File: src/rtl/rist_pkg.sv
// ----------------------------------------------------------------------------
// rist_pkg: shared types and constants of the radial influence stamp
// Fixed-point format, word types and pipeline sizing.
// ----------------------------------------------------------------------------
package rist_pkg;

  localparam int FRAC_BITS = 14;
  localparam int INF_W     = 16;
  localparam logic signed [INF_W-1:0] ONE_Q = INF_W'(1 << FRAC_BITS);

  // distance pipeline
  localparam int SUM_W      = 17;
  localparam int RAD_W      = 18;
  localparam int ROOT_W     = 9;
  localparam int SREM_W     = 12;
  localparam int SQRT_STEPS = 3;
  localparam int SQRT_STG   = ROOT_W / SQRT_STEPS;

  // divider pipeline: quotient of num * 2^FRAC_BITS / den, num <= den
  localparam int DIV_W     = 16;
  localparam int QUO_W     = FRAC_BITS + 1;
  localparam int DREM_W    = DIV_W + 1;
  localparam int DIV_STEPS = 3;
  localparam int DIV_STG   = QUO_W / DIV_STEPS;

  typedef enum logic [1:0] {
    CFG_CURVE_MODE   = 2'd0,
    CFG_OUTER_RADIUS = 2'd1,
    CFG_INNER_RADIUS = 2'd2,
    CFG_MAP_SIZE     = 2'd3
  } cfg_idx_e;

  typedef enum logic [1:0] {
    CURVE_CONST  = 2'd0,
    CURVE_LINEAR = 2'd1,
    CURVE_QUAD   = 2'd2,
    CURVE_DISC   = 2'd3
  } curve_e;

  typedef struct packed {
    logic [7:0] cell_x;
    logic [7:0] cell_y;
  } cell_t;

  typedef struct packed {
    logic signed [INF_W-1:0] influence;
    logic [7:0]              distance;
  } result_t;

  typedef struct packed {
    logic [DIV_W-1:0] num;
    logic [DIV_W-1:0] den;
  } div_req_t;

  typedef struct packed {
    logic                    use_div;
    logic                    neg;
    logic signed [INF_W-1:0] fixed_val;
    logic [7:0]              dist_sat;
  } side_t;

endpackage

File: src/rtl/rist_dist.sv
// ----------------------------------------------------------------------------
// rist_dist: truncated distance from the grid center
// Offsets, sum of squares, then a three stage integer square root.
// ----------------------------------------------------------------------------
module rist_dist import rist_pkg::*; (
  input  logic              clk_i,
  input  logic              rst_ni,
  input  logic              valid_i,
  input  cell_t             cell_i,
  input  logic [8:0]        map_size_i,
  output logic              valid_o,
  output logic [ROOT_W-1:0] root_o
);

  logic [7:0]       centre;
  logic [7:0]       dx_d, dy_d, dx_q, dy_q;
  logic             v1_q, v2_q;
  logic [15:0]      sqx, sqy;
  logic [SUM_W-1:0] sum_q;

  assign centre = map_size_i[8:1];
  assign dx_d = (cell_i.cell_x > centre) ? cell_i.cell_x - centre : centre - cell_i.cell_x;
  assign dy_d = (cell_i.cell_y > centre) ? cell_i.cell_y - centre : centre - cell_i.cell_y;
  assign sqx  = 16'(dx_q) * 16'(dx_q);
  assign sqy  = 16'(dy_q) * 16'(dy_q);

  logic              sv_p   [SQRT_STG+1];
  logic [SREM_W-1:0] rem_p  [SQRT_STG+1];
  logic [ROOT_W-1:0] root_p [SQRT_STG+1];
  logic [RAD_W-1:0]  rad_p  [SQRT_STG+1];

  assign sv_p[0]   = v2_q;
  assign rem_p[0]  = '0;
  assign root_p[0] = '0;
  assign rad_p[0]  = {1'b0, sum_q};

  always_ff @(posedge clk_i or negedge rst_ni) begin
    if (!rst_ni) begin
      v1_q <= 1'b0;
      v2_q <= 1'b0;
    end else begin
      v1_q <= valid_i;
      v2_q <= v1_q;
    end
  end

  always_ff @(posedge clk_i) begin
    dx_q  <= dx_d;
    dy_q  <= dy_d;
    sum_q <= {1'b0, sqx} + {1'b0, sqy};
  end

  for (genvar g = 0; g < SQRT_STG; g++) begin : g_sqrt
    logic [SREM_W-1:0] rem_d;
    logic [ROOT_W-1:0] root_d;
    logic [RAD_W-1:0]  rad_d;

    // one root bit per step: bring down two radicand bits, try 4*root+1
    always_comb begin
      logic [SREM_W-1:0] r2;
      logic [SREM_W-1:0] trial;
      rem_d  = rem_p[g];
      root_d = root_p[g];
      rad_d  = rad_p[g];
      for (int k = 0; k < SQRT_STEPS; k++) begin
        r2    = {rem_d[SREM_W-3:0], rad_d[RAD_W-1 -: 2]};
        rad_d = {rad_d[RAD_W-3:0], 2'b00};
        trial = {1'b0, root_d, 2'b01};
        if (r2 >= trial) begin
          rem_d  = r2 - trial;
          root_d = {root_d[ROOT_W-2:0], 1'b1};
        end else begin
          rem_d  = r2;
          root_d = {root_d[ROOT_W-2:0], 1'b0};
        end
      end
    end

    always_ff @(posedge clk_i or negedge rst_ni) begin
      if (!rst_ni) begin
        sv_p[g+1] <= 1'b0;
      end else begin
        sv_p[g+1] <= sv_p[g];
      end
    end

    always_ff @(posedge clk_i) begin
      rem_p[g+1]  <= rem_d;
      root_p[g+1] <= root_d;
      rad_p[g+1]  <= rad_d;
    end
  end

  assign valid_o = sv_p[SQRT_STG];
  assign root_o  = root_p[SQRT_STG];

endmodule

File: src/rtl/rist_div.sv
// ----------------------------------------------------------------------------
// rist_div: pipelined restoring divider
// Gives num * 2^FRAC_BITS / den for num <= den, three quotient bits a stage.
// ----------------------------------------------------------------------------
module rist_div import rist_pkg::*; (
  input  logic             clk_i,
  input  logic             rst_ni,
  input  logic             valid_i,
  input  div_req_t         req_i,
  input  side_t            side_i,
  output logic             valid_o,
  output logic [QUO_W-1:0] quo_o,
  output side_t            side_o
);

  logic              v_p    [DIV_STG+1];
  logic [DREM_W-1:0] rem_p  [DIV_STG+1];
  logic [DIV_W-1:0]  den_p  [DIV_STG+1];
  logic [QUO_W-1:0]  quo_p  [DIV_STG+1];
  side_t             side_p [DIV_STG+1];

  assign v_p[0]    = valid_i;
  assign rem_p[0]  = {1'b0, req_i.num};
  assign den_p[0]  = req_i.den;
  assign quo_p[0]  = '0;
  assign side_p[0] = side_i;

  for (genvar g = 0; g < DIV_STG; g++) begin : g_div
    logic [DREM_W-1:0] rem_d;
    logic [QUO_W-1:0]  quo_d;

    // compare and subtract, then shift the remainder for the next bit
    always_comb begin
      rem_d = rem_p[g];
      quo_d = quo_p[g];
      for (int k = 0; k < DIV_STEPS; k++) begin
        if (rem_d >= {1'b0, den_p[g]}) begin
          rem_d = rem_d - {1'b0, den_p[g]};
          quo_d = {quo_d[QUO_W-2:0], 1'b1};
        end else begin
          quo_d = {quo_d[QUO_W-2:0], 1'b0};
        end
        rem_d = {rem_d[DREM_W-2:0], 1'b0};
      end
    end

    always_ff @(posedge clk_i or negedge rst_ni) begin
      if (!rst_ni) begin
        v_p[g+1] <= 1'b0;
      end else begin
        v_p[g+1] <= v_p[g];
      end
    end

    always_ff @(posedge clk_i) begin
      rem_p[g+1]  <= rem_d;
      den_p[g+1]  <= den_p[g];
      quo_p[g+1]  <= quo_d;
      side_p[g+1] <= side_p[g];
    end
  end

  assign valid_o = v_p[DIV_STG];
  assign quo_o   = quo_p[DIV_STG];
  assign side_o  = side_p[DIV_STG];

endmodule

File: src/rtl/radial_influence_stamp_unit.sv
// ----------------------------------------------------------------------------
// radial_influence_stamp_unit: radial falloff value of one template cell
// Throughput: one cell a cycle; busy never rises, the pipeline has no stall.
// Depth: offset and sum registers, the 3 stage square root, the curve select register, the 5 stage divider, output.
// Reset clears the configuration registers to their defaults and empties the pipeline.
// The receiver cannot stall: each result word shows for one cycle only.
// ----------------------------------------------------------------------------
module radial_influence_stamp_unit import rist_pkg::*; (
  input  logic       clk_i,
  input  logic       rst_ni,
  input  logic       start,
  output logic       busy,
  input  cell_t      cell_i,
  output logic       result_valid_o,
  output result_t    result_o,
  input  logic       cfg_we_i,
  input  logic [1:0] cfg_idx_i,
  input  logic [8:0] cfg_data_i
);

  // Configuration registers; the user must write them only while the pipeline is empty, the block does not enforce it.
  curve_e      curve_q;
  logic [7:0]  outer_q, inner_q;
  logic [8:0]  map_size_q;
  logic [15:0] r_sq_q;

  always_ff @(posedge clk_i or negedge rst_ni) begin
    if (!rst_ni) begin
      curve_q    <= CURVE_CONST;
      outer_q    <= '0;
      inner_q    <= '0;
      map_size_q <= 9'd1;
      r_sq_q     <= '0;
    end else begin
      // hold R*R ready for the quadratic curve
      r_sq_q <= 16'(outer_q) * 16'(outer_q);
      if (cfg_we_i) begin
        case (cfg_idx_e'(cfg_idx_i))
          CFG_CURVE_MODE:   curve_q    <= curve_e'(cfg_data_i[1:0]);
          CFG_OUTER_RADIUS: outer_q    <= cfg_data_i[7:0];
          CFG_INNER_RADIUS: inner_q    <= cfg_data_i[7:0];
          CFG_MAP_SIZE:     map_size_q <= cfg_data_i;
          default: ;
        endcase
      end
    end
  end

  // Accept a word every cycle.
  assign busy = 1'b0;

  // Distance stages.
  logic              dist_valid;
  logic [ROOT_W-1:0] d;

  rist_dist u_dist (
    .clk_i      (clk_i),
    .rst_ni     (rst_ni),
    .valid_i    (start),
    .cell_i     (cell_i),
    .map_size_i (map_size_q),
    .valid_o    (dist_valid),
    .root_o     (d)
  );

  // Curve select: turn d into a divider request or a fixed value.
  logic [17:0] dsq;
  logic [8:0]  r9, ri9;
  div_req_t    req_d, req_q;
  side_t       side_d, side_q;
  logic        prep_valid_q;

  assign dsq = 18'(d) * 18'(d);
  assign r9  = {1'b0, outer_q};
  assign ri9 = {1'b0, inner_q};

  always_comb begin
    req_d            = '0;
    side_d           = '0;
    side_d.dist_sat  = (d > 9'd255) ? 8'd255 : d[7:0];
    case (curve_q)
      CURVE_CONST: begin
        side_d.fixed_val = ONE_Q;
      end
      CURVE_LINEAR: begin
        if (outer_q != 8'd0 && d < r9) begin
          side_d.use_div = 1'b1;
          req_d.num      = DIV_W'(r9 - d);
          req_d.den      = DIV_W'(outer_q);
        end
      end
      CURVE_QUAD: begin
        if (outer_q != 8'd0 && d < r9) begin
          side_d.use_div = 1'b1;
          req_d.num      = r_sq_q - dsq[15:0];
          req_d.den      = r_sq_q;
        end
      end
      CURVE_DISC: begin
        if (d <= ri9) begin
          // negative core; a zero inner radius gives 0
          if (inner_q != 8'd0) begin
            side_d.use_div = 1'b1;
            side_d.neg     = 1'b1;
            req_d.num      = DIV_W'(ri9 - d);
            req_d.den      = DIV_W'(inner_q);
          end
        end else if (d < r9) begin
          side_d.fixed_val = ONE_Q;
        end
      end
      default: ;
    endcase
  end

  always_ff @(posedge clk_i or negedge rst_ni) begin
    if (!rst_ni) begin
      prep_valid_q <= 1'b0;
    end else begin
      prep_valid_q <= dist_valid;
    end
  end

  always_ff @(posedge clk_i) begin
    req_q  <= req_d;
    side_q <= side_d;
  end

  // Divider stages.
  logic             div_valid;
  logic [QUO_W-1:0] quo;
  side_t            div_side;

  rist_div u_div (
    .clk_i   (clk_i),
    .rst_ni  (rst_ni),
    .valid_i (prep_valid_q),
    .req_i   (req_q),
    .side_i  (side_q),
    .valid_o (div_valid),
    .quo_o   (quo),
    .side_o  (div_side)
  );

  // Output register: apply sign or fixed value, drive the strobe.
  logic signed [INF_W-1:0] q_ext;
  result_t                 res_d;
  logic                    res_valid_q;
  result_t                 res_q;

  assign q_ext = INF_W'(quo);

  always_comb begin
    res_d.distance = div_side.dist_sat;
    if (div_side.use_div) begin
      res_d.influence = div_side.neg ? -q_ext : q_ext;
    end else begin
      res_d.influence = div_side.fixed_val;
    end
  end

  always_ff @(posedge clk_i or negedge rst_ni) begin
    if (!rst_ni) begin
      res_valid_q <= 1'b0;
    end else begin
      res_valid_q <= div_valid;
    end
  end

  always_ff @(posedge clk_i) begin
    res_q <= res_d;
  end

  assign result_valid_o = res_valid_q;
  assign result_o       = res_q;

endmodule

File: config.mk
export PLATFORM = sky130hd
export DESIGN_NAME = radial_influence_stamp_unit
export DESIGN_NICKNAME = d
export VERILOG_FILES = /design/src/rtl/rist_pkg.sv /design/src/rtl/rist_dist.sv /design/src/rtl/rist_div.sv /design/src/rtl/radial_influence_stamp_unit.sv
export SDC_FILE = /design/constraint.sdc
export NUM_CORES = 2
export LEC_CHECK = 0
export BUFFER_PORTS_ARGS = -buffer_cell sky130_fd_sc_hd__buf_2
export CAP_MARGIN = 20
export CORE_MARGIN = 3
export CORE_UTILIZATION = 32
export DETAILED_ROUTE_END_ITERATION = 8
export PLACE_DENSITY = 0.58
export SLEW_MARGIN = 10
export SYNTH_ARGS = -nofsm -noshare
export SYNTH_HDL_FRONTEND = slang
export SYNTH_SLANG_ARGS = --single-unit
File: constraint.sdc
create_clock -name clk_i -period 23.5 [get_ports clk_i]
set_input_delay 3.525 -clock clk_i [delete_from_list [all_inputs] [get_ports clk_i]]
set_output_delay 3.525 -clock clk_i [all_outputs]
set_load 0.02 [all_outputs]
* Yosys cells after proc, flatten, opt, wreduce, memory -nomap -nowiden
Cells that the tools add are included.
Cells by class: mux-type cells 62, add/sub/neg operators 31, equal/unequal tests 6, reduce and logical (&&, ||, !) cells 11, multipliers 4, $lt $le $gt $ge 29
Operators by type and width (count):
- $mux 16 | 17
- $sub 16x16->16 | 15
- $ge 17x16->1 | 14
- $mux 32 | 4
- $pmux 32 s3 | 1
- $mux 10 | 8
- $mul 8x8->16 | 3
- $pmux 16 s2 | 1
- $sub 8x8->8 | 4
- $mux 1 | 25
- $sub 8x9->10 | 2
- $add 16x16->17 | 1
- $ge 16x16->1 | 1
- $gt 8x8->1 | 2
- $mul 9x9->16 | 1
- $mux 8 | 2
- $neg 15->16 | 1
- $reduce_bool 8->1 | 2
- $mux 15 | 1
- $ge 12x10->1 | 1
- $ge 12x3->1 | 1
- $ge 12x4->1 | 1
- $ge 12x5->1 | 1
- $ge 12x6->1 | 1
- 23 further kinds | 33
Storage, ports and cells: word-level logic and storage cells 215, flip-flop bits (word level) 529

* Depth between registers and ports, before layout
depth after elaboration 6, depth in mapped cells 38, depth with buffers taken out 33

* Cells and area by module
A second synthesis with hierarchy kept.
Second synthesis, totals: cells, all modules 4171, area total of the unflattened synthesis 38195.4 sq um
By module, submodules not included:
- rist_div | area each 19900.3 sq um, instances 1, cells an instance 2173
- rist_dist | area each 9484.1 sq um, instances 1, cells an instance 1057
- radial_influence_stamp_unit | area each 8811.0 sq um, instances 1, cells an instance 941

* Worst setup path before layout
No wires, ideal clock.
path type flip-flop to flip-flop, start register u_div.den_p, in the netlist req_q[0], end register u_div.rem_p[76] in the netlist's numbering, setup slack 15.941 ns, library setup time 0.121 ns, path buffers 5, data required time 23.379 ns, arrival time 7.438 ns, stages on the path, launching flop included 38, path through dfxtp_1 -> ha_1 -> inv_1 -> fa_1 -> a211oi_1 -> o21ai_1 -> a31o_2 -> nor3_1 -> o41a_1 -> buf_1 -> clkbuf_1 -> nor2_1 -> a21oi_1 -> inv_1 -> ha_1 -> nor2b_1 -> o31a_1 -> o31a_1 -> (+2 left out) -> nand3_1 -> nand3_1 -> buf_2 -> inv_1 -> nor2_1 -> ha_1 -> nor2b_1 -> o31ai_1 -> a31oi_1 -> o211ai_1 -> a31oi_1 -> o21ai_0 -> nand2b_1 -> and2_1 -> or2_1 -> buf_2 -> buf_4 -> mux2_2
Between the ends: word-level cells in the longest chain between the ends 6, elaborated cells between the ends (all ways) 9, classes of those cells add/sub: 3; order compare: 3; mux: 3
Ends and longest elaborated chain:
- start: declaration | line rist_div.sv:18 | logic [DIV_W-1:0] den_p [DIV_STG+1];
- $sub 16x16->16 / $ge 16x16->1 (equally long branches) | line rist_div.sv:38, rist_div.sv:37
- $mux 16 | line rist_div.sv:37 | if (rem_d >= {1'b0, den_p[g]}) begin
- $sub 16x16->16 / $ge 17x16->1 (equally long branches) | line rist_div.sv:38, rist_div.sv:37
- $mux 16 | line rist_div.sv:37
- $sub 16x16->16 / $ge 17x16->1 (equally long branches) | line rist_div.sv:38, rist_div.sv:37
- $mux 16 (*) | line rist_div.sv:37
- net u_div.g_div[0].rem_d[8] | line rist_div.sv:29 | logic [DREM_W-1:0] rem_d;
- end signal: indexed assignment | line rist_div.sv:56 | rem_p[g+1] <= rem_d;
- end: declaration | line rist_div.sv:17 | logic [DREM_W-1:0] rem_p [DIV_STG+1];
Mark *: on every way through the listed nets, which the timed path passes. The rest lies on a longest branch. A chain may end at the register's enable or synchronous reset.

* Worst setup path after layout
start register u_div.den_p[49] in the netlist's numbering, end register u_div.rem_p[38] in the netlist's numbering
Between the ends: word-level cells in the longest chain between the ends 6, elaborated cells between the ends (all ways) 9, classes of those cells add/sub: 3; order compare: 3; mux: 3
Ends and longest elaborated chain:
- start signal: indexed assignment | line rist_div.sv:57 | den_p[g+1] <= den_p[g];
- $sub 16x16->16 / $ge 17x16->1 (equally long branches) | line rist_div.sv:38, rist_div.sv:37
- $mux 16 | line rist_div.sv:37
- $sub 16x16->16 / $ge 17x16->1 (equally long branches) | line rist_div.sv:38, rist_div.sv:37
- $mux 16 | line rist_div.sv:37
- $sub 16x16->16 / $ge 17x16->1 (equally long branches) | line rist_div.sv:38, rist_div.sv:37
- $mux 16 (*) | line rist_div.sv:37
- net u_div.g_div[2].rem_d[4] | line rist_div.sv:29
Marked as above.

==> flow_summary.ini <==
[floorplanning]
fp.dieArea_um2 = 115000
floorplan.rows = 121
initial_util_pct = 32.4
die-width_um = 339
die_height_um = 339
core_area_um2 = 109000
num_io_pins = 57

[synth]
synth_cells = 3956
yosys-top-cells-area = sky130_fd_sc_hd__dfxtp_1, sky130_fd_sc_hd__ha_1, sky130_fd_sc_hd__fa_1
yosys_most_used_dff = sky130_fd_sc_hd__dfxtp_1
synth_sequential_area_ratio_pct = 25.4
ys_async_sr_fraction_pct = 12.1
avgSynthCellArea_um2 = 8.97
synth_top_area_share_pct = 21.7
synthesis.area_um2 = 35500
synth_edf_count = 0
mappedNetlistNets = 4608
yosys.area.top_type = sky130_fd_sc_hd__dfxtp_1
yosys.cell_types.count = 92
synth.ff_latch_count = 437
synth.yosys.warnings = 0

[routing]
dr_total_vias = 27577
dr.first_iter.drc_count = 1533
post_drt_wl_per_cell_um = 15.6
drt_pass1_iterations = 7
postRouteAntennaNets = 0
route.final.wire_length_um = 86100
drt-vias-per-instance = 5.01
drc_errors = 0

[clocking]
cts_hold_repair.buffers = 0
cts_tree = yes
clk_transition_reported_paths_ns = 0.06
clock_path_buffers = 3
cts-root-buf = sky130_fd_sc_hd__clkbuf_16
insertion_delay_ns = 0.60
buffers_inserted_during_post_cts_setup_optimization = 0
tritoncts_buffer_count = 49
clock_sink_count = 437
ctsHtreeMaxLevel = 2
postCtsResizedCells = 0

[sta]
timing.final.max_slew_violations = 0
max_frequency_ghz = 0.108
clock_skew_ns = 0.0204
fin_crit_sh_pct = 39.5
maxSlewHeadroom_pct = 36.7
timing.final.hold_violations = 0
rsz0062_at_grt = false
final_period_minus_worst_setup_slack_ns = 9.27
finalSetupViolations = 0
timing_worst_slew_pin_value_ns = 0.949
totalNegativeSetupSlack_ns = 0

[setup_path]
critPathArrivalTime_ns = 9.75
worst-r2r-setup-slack_ns = 14.23
worstPathRequired_ns = 23.97
rr_startpoint = u_div.den_p[49]
critPathKind = reg -> reg
slowest_delay_ns = 0.79
critPathCaptureType = register
worstSetupStartpointType = register
critical_path_peak_fanout = 28
rr_worst_depth = 28
crit_slowest_cell = sky130_fd_sc_hd__a2111oi_0
rr_endpoint = u_div.rem_p[38]
most_common_cell_on_crit_path = sky130_fd_sc_hd__o21ai_0

[grt]
vias_in_the_first_global_route = 27324
grt_start_max_net_pins = 54
antenna_found_initial = 3
grtUsageTotal_pct = 14.7
grt_overflow = 0
wire_length_of_the_first_global_routing_pass_um = 141000

[hold_path]
hold_path_end = u_div.side_p[126]
type_of_the_tightest_min_delay_check = reg -> reg
hold_start = side_q[22]
hold_path_depth = 0

[finish]
area_delta_synth_final_pct = 10.3
multi_input_area_um2 = 24400
regArea_um2 = 9010
number_of_filler_instances_in_the_final_layout = 11214
layout.nets = 4640
layout-drive-gt1-share_pct = 8.94

[flow_run]
timing.max_cap.violations = 0

[run_status]
run_status = complete, no violations

[place]
io_buffer_count = 55
gp_congestion = 0.908
place.detailed.hpwl_um = 69700
## layout by cell type (no fill, tap or decap), types with 32 or more instances in the layout
| cell type | count |
|---|---|
| sky130_fd_sc_hd__mux2_2 | 163 |
| sky130_fd_sc_hd__clkbuf_16 | 55 |
| sky130_fd_sc_hd__xor2_1 | 97 |
| sky130_fd_sc_hd__and2_1 | 88 |
| sky130_fd_sc_hd__ha_1 | 458 |
| sky130_fd_sc_hd__inv_1 | 445 |
| sky130_fd_sc_hd__buf_2 | 55 |
| sky130_fd_sc_hd__o21a_1 | 53 |
| sky130_fd_sc_hd__a21o_1 | 113 |
| sky130_fd_sc_hd__nand3_1 | 51 |
| sky130_fd_sc_hd__nor2b_1 | 51 |
| sky130_fd_sc_hd__nor2_1 | 247 |
| sky130_fd_sc_hd__a21oi_1 | 222 |
| sky130_fd_sc_hd__o21ai_0 | 181 |
| sky130_fd_sc_hd__nor3_1 | 74 |
| sky130_fd_sc_hd__dfrtp_1 | 53 |
| sky130_fd_sc_hd__nand2b_1 | 35 |
| sky130_fd_sc_hd__o21bai_1 | 38 |
| sky130_fd_sc_hd__nand4_1 | 55 |
| sky130_fd_sc_hd__fa_1 | 163 |
| sky130_fd_sc_hd__dfxtp_1 | 384 |
| sky130_fd_sc_hd__xnor2_1 | 190 |
| sky130_fd_sc_hd__nand2_1 | 268 |
| sky130_fd_sc_hd__a211oi_1 | 32 |
## state kept, by name, summed over array words and instances (netlist names), 4 cells and up
| name | flops |
|---|---|
| u_div.rem_p | 64 |
| u_dist.root_p | 9 |
| u_dist.root_o | 9 |
| u_dist.dy_q | 8 |
| u_dist.rem_p | 20 |
| u_div.quo_o | 15 |
| u_div.quo_p | 30 |
| u_div.v_p | 4 |
| u_dist.dx_q | 8 |
| u_dist.rad_p | 8 |
| result_o | 24 |
| inner_q | 8 |
| req_q | 32 |
| u_dist.sum_q | 17 |
| u_div.side_o | 11 |
| map_size_q | 8 |
| u_div.side_p | 44 |
| r_sq_q | 15 |
| side_q | 11 |
| u_dist.g_sqrt.$5.r2 | 4 |
| u_dist.g_sqrt.rad_d | 6 |
| outer_q | 8 |
| u_div.den_p | 64 |
## through the flow
stage	cell area (um^2)	util (%)	setup WS (ns)	hold slack, ns	cells
final	39100	35.7	14.23	0.320	5505
after global routing	39100	35.7	13.25	0.322	5504
after CTS	39100	35.7	14.39	0.319	5504
after detailed placement	37300	34.1	14.47	0.312	5413
after global placement	37300	34.1	14.62	0.310	5413
after floorplan	35500	-	15.94	0.310	3956
## routing by layer
| metal | up-vias | track usage (%) | share of wire (%) |
|---|---|---|---|
| met2 | 530 | 25.5 | 47 |
| met5 | - | 0 | 0 |
| met3 | 115 | 1.57 | 3.8 |
| met4 | 0 | 3.98 | 2.4 |
| li1 | 13855 | - | - |
| met1 | 13077 | 19.4 | 46 |
## synth_stat cells, types with 14 or more instances
master,number
sky130_fd_sc_hd__o21ai_0,182
sky130_fd_sc_hd__a21o_1,113
sky130_fd_sc_hd__nor2_1,247
sky130_fd_sc_hd__or2_2,21
sky130_fd_sc_hd__dfxtp_1,384
sky130_fd_sc_hd__inv_1,445
sky130_fd_sc_hd__mux2_2,163
sky130_fd_sc_hd__o21a_1,53
sky130_fd_sc_hd__o41ai_1,15
sky130_fd_sc_hd__o21bai_1,38
sky130_fd_sc_hd__a211oi_1,32
sky130_fd_sc_hd__a31oi_1,28
sky130_fd_sc_hd__and2_1,88
sky130_fd_sc_hd__mux2i_1,17
sky130_fd_sc_hd__o211ai_1,14
sky130_fd_sc_hd__fa_1,163
sky130_fd_sc_hd__a21oi_1,222
sky130_fd_sc_hd__o31ai_1,24
sky130_fd_sc_hd__nor4_1,18
sky130_fd_sc_hd__a21boi_0,29
sky130_fd_sc_hd__dfrtp_1,53
sky130_fd_sc_hd__xnor2_1,190
sky130_fd_sc_hd__nand4_1,55
sky130_fd_sc_hd__and3_1,25
sky130_fd_sc_hd__nand3_1,51
sky130_fd_sc_hd__or3_1,29
sky130_fd_sc_hd__nand2b_1,35
sky130_fd_sc_hd__xor2_1,97
sky130_fd_sc_hd__nor3_1,74
sky130_fd_sc_hd__nor2b_1,51
sky130_fd_sc_hd__ha_1,458
sky130_fd_sc_hd__clkbuf_1,58
sky130_fd_sc_hd__nand2_1,268
## worst max path at each step
stage / cells past startpoint / slack (ns) / start / to
after CTS: 28 / 14.39 / u_div.den_p[49] / u_div.rem_p[38]
after global routing: 29 / 13.25 / u_div.den_p[49] / u_div.rem_p[38]
final: 28 / 14.23 / u_div.den_p[49] / u_div.rem_p[38]
after detailed placement: 31 / 14.47 / u_div.den_p[33] / u_div.rem_p[25]
after global placement: 28 / 14.62 / u_div.den_p[49] / u_div.rem_p[36]
after floorplan: 37 / 15.94 / req_q[0] / u_div.rem_p[76]
## cell type report
type	instances	area share [%]
Tap cell	1476	4.72
Clock buffer	69	3.91
Inverter	445	4.27
Clock inverter	22	0.739
Timing Repair Buffer	63	0.857
Multi-Input combinational cell	2992	62.5
Sequential cell	437	23.0
Antenna cell	1	0.00640
## worst max-delay path: cells and delay by family, from the launching register on
kind | cells | cell delay [ns]
AOI/OAI and AO/OA | 15 | 4.67
and+or+nand+nor | 6 | 1.50
adders and majority gates | 3 | 1.02
muxes | 2 | 0.88
DFF | 1 | 0.54
buffers and inverters | 2 | 0.51
## logic make-up (layout without fill, tap and decap cells)
logic type	count (synthesis)	in the layout	synth area share, %
fa+ha+maj	621	621	25.4
flops	437	437	25.4
buf+inv	527	599	5.73
mux	180	180	5.65
other cells	1	2	0.0106
xor+xnor	287	287	7.09
compound gates	898	898	16.8
simple gates	1005	1005	13.9
Power is not shown: default switching activity piles up to over one toggle a cycle in this logic, so the estimate is an artifact.
